### src/rtl/psd_pkg.sv
package psd_pkg;

	typedef enum logic [1:0] {
		CASE_DEGEN    = 2'd0,
		CASE_START    = 2'd1,
		CASE_END      = 2'd2,
		CASE_INTERIOR = 2'd3
	} psd_case_t;

endpackage

### src/rtl/psd_root_step.sv
module psd_root_step import psd_pkg::*; #(
	parameter int SW = 86,
	parameter int DB = 25,
	parameter int K = 0
) (
	input  logic          clk,
	input  logic          arst_n,
	input  logic          in_valid,
	input  psd_case_t     in_code,
	input  logic [SW-1:0] in_num,
	input  logic [SW-1:0] in_den,
	input  logic [SW-1:0] in_sq,
	input  logic [SW-1:0] in_rd,
	input  logic [DB-1:0] in_r,
	output logic          out_valid,
	output psd_case_t     out_code,
	output logic [SW-1:0] out_num,
	output logic [SW-1:0] out_den,
	output logic [SW-1:0] out_sq,
	output logic [SW-1:0] out_rd,
	output logic [DB-1:0] out_r
);

	logic          valid_s1;
	psd_case_t     code_s1;
	logic [SW-1:0] num_s1, den_s1, sq_s1, rd_s1;
	logic [DB-1:0] r_s1;
	logic [SW-1:0] cand;
	logic          take;

	// Trying bit K: (r + 2^K)^2 * den = sq + r*den*2^(K+1) + den*4^K.
	assign cand = in_sq + (in_rd << (K + 1)) + (in_den << (2 * K));
	assign take = cand <= in_num;

	always_ff @(posedge clk or negedge arst_n) begin
		if (!arst_n) begin
			valid_s1 <= 1'b0;
		end else begin
			valid_s1 <= in_valid;
		end
	end

	always_ff @(posedge clk) begin
		code_s1 <= in_code;
		num_s1  <= in_num;
		den_s1  <= in_den;
		sq_s1   <= take ? cand : in_sq;
		rd_s1   <= take ? in_rd + (in_den << K) : in_rd;
		r_s1    <= take ? in_r | (DB'(1) << K) : in_r;
	end

	assign out_valid = valid_s1;
	assign out_code  = code_s1;
	assign out_num   = num_s1;
	assign out_den   = den_s1;
	assign out_sq    = sq_s1;
	assign out_rd    = rd_s1;
	assign out_r     = r_s1;

endmodule

### config.mk
export PLATFORM = sky130hd
export DESIGN_NAME = psd_root_step
export DESIGN_NICKNAME = d
export VERILOG_FILES = /design/src/rtl/psd_pkg.sv /design/src/rtl/psd_root_step.sv
export SDC_FILE = /design/constraint.sdc
export NUM_CORES = 1
export LEC_CHECK = 0
export BUFFER_PORTS_ARGS = -buffer_cell sky130_fd_sc_hd__buf_4
export CAP_MARGIN = 30
export CORE_MARGIN = 5
export CORE_UTILIZATION = 30
export DETAILED_ROUTE_END_ITERATION = 10
export PLACE_DENSITY = 0.61
export REMOVE_ABC_BUFFERS = 1
export SETUP_SLACK_MARGIN = 0.02
export SKIP_CTS_REPAIR_TIMING = 1
export SLEW_MARGIN = 20
export SYNTH_ARGS = -nofsm -noshare
export SYNTH_HDL_FRONTEND = slang
export SYNTH_SLANG_ARGS = --single-unit
### constraint.sdc
create_clock -name clk -period 0.8 [get_ports clk]
set_input_delay 0.12 -clock clk [delete_from_list [all_inputs] [get_ports clk]]
set_output_delay 0.12 -clock clk [all_outputs]
set_load 0.01 [all_outputs]
==> impl_metrics.py <==
metrics = {
    "status": {
        "status": "finished, violations left",
        "violations": "hold timing, setup timing",
    },
    "timing": {
        "fin_ws_ns": -4.67,
        "max_freq_mhz": 183,
        "setup_violations": 545,
        "tightest_slew_ns": 0.828,
        "slew_headroom": 0.443,
        "fin_crit_sh": 6.84,
        "drv_slew": 0,
        "period_needed_ns": 5.47,
        "rsz0062_at_grt": "yes",
        "hold_ws_ns": -0.130,
        "finalHoldViolCount": 4,
    },
    "drt": {
        "drt.antenna.violating_nets": 0,
        "wl_mm": 132,
        "drc": 0,
        "post_drt_wl_per_cell_um": 22.5,
        "vias_per_cell": 4.96,
        "vias": 29100,
        "first_iter_violations": 2022,
        "drtPass1Iterations": 5,
    },
    "placement": {
        "gp_congestion": 0.973,
        "post-place-ws_ns": -5.63,
        "dp.cells": 5371,
        "place_area_um2": 37900,
        "dpl.hpwl_mm": 105,
        "portBuffers": 745,
    },
    "global_route": {
        "grt_pass1_vias": 27525,
        "track_usage": 0.268,
        "overflow": 0,
        "antenna_found_initial": 11,
        "grt_pass1_wl_mm": 173,
        "grt_max_degree": 22,
    },
    "cts": {
        "clk_pin_slew_ns": 0.06,
        "cts-root-buf": "clkbuf_16",
        "clockBufferDepth": 3,
        "numCtsBuffers": 46,
        "htreeDepth": 2,
        "cts_tree": "yes",
        "clock_sinks": 372,
    },
    "cells_and_area": {
        "regArea_um2": 7750,
        "fill_cells": 6728,
        "final_area_um2": 45800,
        "multi_input_area_um2": 16000,
        "layout.cells.non_filler": 5870,
        "layout.nets": 5494,
        "syn2layout_area_growth_pct": 93.1,
        "layout-drive-gt1-share": 0.483,
    },
    "run": {
        "maxCapViolations": 0,
    },
    "yosys": {
        "synth-seq-area-share": 0.314,
        "avgSynthCellArea_um2": 8.89,
        "synth.distinct_cells": 90,
        "syn_area_um2": 23700,
        "async_flop_share": 0.00269,
        "yosys_register_bits": 372,
        "synth_ff_type": "dfxtp_1",
        "yosysWarnings": 0,
        "synth_edf_count": 0,
        "synthCells": 2667,
    },
    "floorplan": {
        "start_util": 0.301,
        "die_w_um": 291,
        "num_rows": 103,
        "pin_count": 746,
        "core-area_um2": 78700,
        "die_area_um2": 84800,
        "die_h_um": 291,
    },
    "worst_setup_path": {
        "crit_slowest_cell": "fa_1",
        "crit_required_ns": 1.31,
        "cp.arrival_ns": 5.98,
        "startpoint_type": "input pin",
        "critical_path.top_delay_family": "compound AO/OA/AOI/OAI gates",
        "end_kind": "flip-flop",
        "crit_cells": 28,
        "crit_type": "input pin to flip-flop",
        "cp_max_fo": 9,
        "slowest_delay_ns": 0.56,
        "critPathBufInv": 4,
    },
    "min_path": {
        "min_path_cells": 2,
        "hold_path.class": "input pin to flip-flop",
    },
    "pwr": {
        "leakagePower_nw": 22.0,
        "power_density_nw_per_um2": 2670,
        "vdd_drop_max_uv": 2320,
    },
}
==> logic make-up (layout without fill, tap and decap cells) <==
logic type,Yosys count,in the layout,synth area share
compound gates,760,760,0.201
simple gates,702,702,0.137
flops,372,372,0.314
fa+ha+maj,342,342,0.208
buf+inv,246,2395,0.0405
xor+xnor,162,162,0.0601
mux,83,83,0.0393
other cells,0,4,0
==> cell type report <==
cell class,count,area share
antenna,4,0.000219
clock buffer,63,0.0292
clock inverter,23,0.00683
inverter,142,0.0117
multi-input combinational,2049,0.350
sequential,372,0.169
tap,1050,0.0287
timing repair buffer,2167,0.404
==> routing by layer <==
metal | wire (um) | track usage | vias to the layer above
met1 | 51300 | 0.324 | 13869
met3 | 10200 | 0.0591 | 267
met4 | 5990 | 0.0763 | 12
met2 | 64300 | 0.478 | 1229
li1 | - | - | 13723
met5 | 86 | 0 | -
==> flip-flops by register name, summed over array words and instances, names as in the netlist <==
register   count
out_sq        86
out_r         25
out_valid      1
out_den       86
out_num       86
out_code       2
out_rd        86
==> worst paths after layout <==
check,startpoint,to,slack (ns)
max,in_rd[0],out_rd[83]$_DFF_P_,-4.67
min,in_sq[39],out_sq[39]$_DFF_P_,-0.13
max in group asynchronous,arst_n,out_valid$_DFF_PN0_,0.32
min in group asynchronous,arst_n,out_valid$_DFF_PN0_,0.38
==> placed cells by master (no fill, tap or decap), drive strengths merged, types with 12 or more instances in the layout <==
master / n
nor2: 133
o21bai: 46
nor2b: 15
nand2b: 19
a31oi: 19
xnor2: 98
o21ai: 207
clkbuf: 72
xor2: 64
a21oi: 273
ha: 256
dfxtp: 371
and4: 13
nand3: 39
dlygate4sd3: 369
a21o: 70
o211ai: 13
inv: 145
nor4: 13
mux2: 81
fa: 86
nand2: 304
a211oi: 19
o21a: 20
nand4: 76
buf: 1789
nor3: 46
o31ai: 12
==> synthesized netlist by cell type (5+ instances only) <==
| library cell | instances | share of area |
|---|---|---|
| o211ai_1 | 12 | 0.0038 |
| o31a_1 | 5 | 0.0018 |
| buf_2 | 28 | 0.0059 |
| xor2_1 | 63 | 0.023 |
| nor2b_1 | 15 | 0.0040 |
| and3_1 | 11 | 0.0029 |
| or3_1 | 6 | 0.0016 |
| inv_1 | 142 | 0.022 |
| fa_1 | 86 | 0.073 |
| o21bai_1 | 46 | 0.015 |
| dfxtp_1 | 371 | 0.31 |
| a21boi_1 | 7 | 0.0022 |
| o21ai_0 | 164 | 0.035 |
| nor3_1 | 46 | 0.0097 |
| a221oi_1 | 11 | 0.0041 |
| nand4_1 | 76 | 0.020 |
| a21oi_1 | 271 | 0.057 |
| a211o_1 | 6 | 0.0022 |
| o31ai_1 | 10 | 0.0032 |
| and4_1 | 13 | 0.0048 |
| nor4_1 | 13 | 0.0034 |
| o21ai_1 | 38 | 0.0080 |
| mux2_2 | 78 | 0.037 |
| ha_1 | 256 | 0.14 |
| clkbuf_1 | 70 | 0.011 |
| nand2_1 | 303 | 0.048 |
| o21a_1 | 20 | 0.0063 |
| a211oi_1 | 15 | 0.0047 |
| nor2_1 | 132 | 0.021 |
| xnor2_1 | 98 | 0.036 |
| nand3_1 | 39 | 0.0082 |
| o221ai_1 | 5 | 0.0018 |
| nand2b_1 | 19 | 0.0050 |
| a31oi_1 | 17 | 0.0045 |
| and2_1 | 10 | 0.0026 |
| o21ai_2 | 5 | 0.0018 |
| a21o_1 | 70 | 0.022 |
==> per-stage QoR <==
step | total power, mW | utilization | hold WS [ns] | TNS (ns)
floorplan | 42.7 | - | -0.176 | -1500.04
global placement | 85.1 | 0.481 | -0.105 | -922.68
detailed placement | 85.3 | 0.481 | -0.103 | -947.11
CTS | 109 | 0.502 | -0.744 | -989.32
global route | 128 | 0.581 | -0.142 | -952.58
finish | 122 | 0.581 | -0.130 | -924.18
==> power by group <==
group | internal (mW) | switching, mW | leakage, nW
sequential | 24.8 | 3.45 | 3.15
clock | 13.7 | 9.35 | 0.806
combinational | 38.2 | 32.9 | 18.0
total | 76.7 | 45.7 | 22.0
No activity file was read; power rests on OpenSTA's default activity.
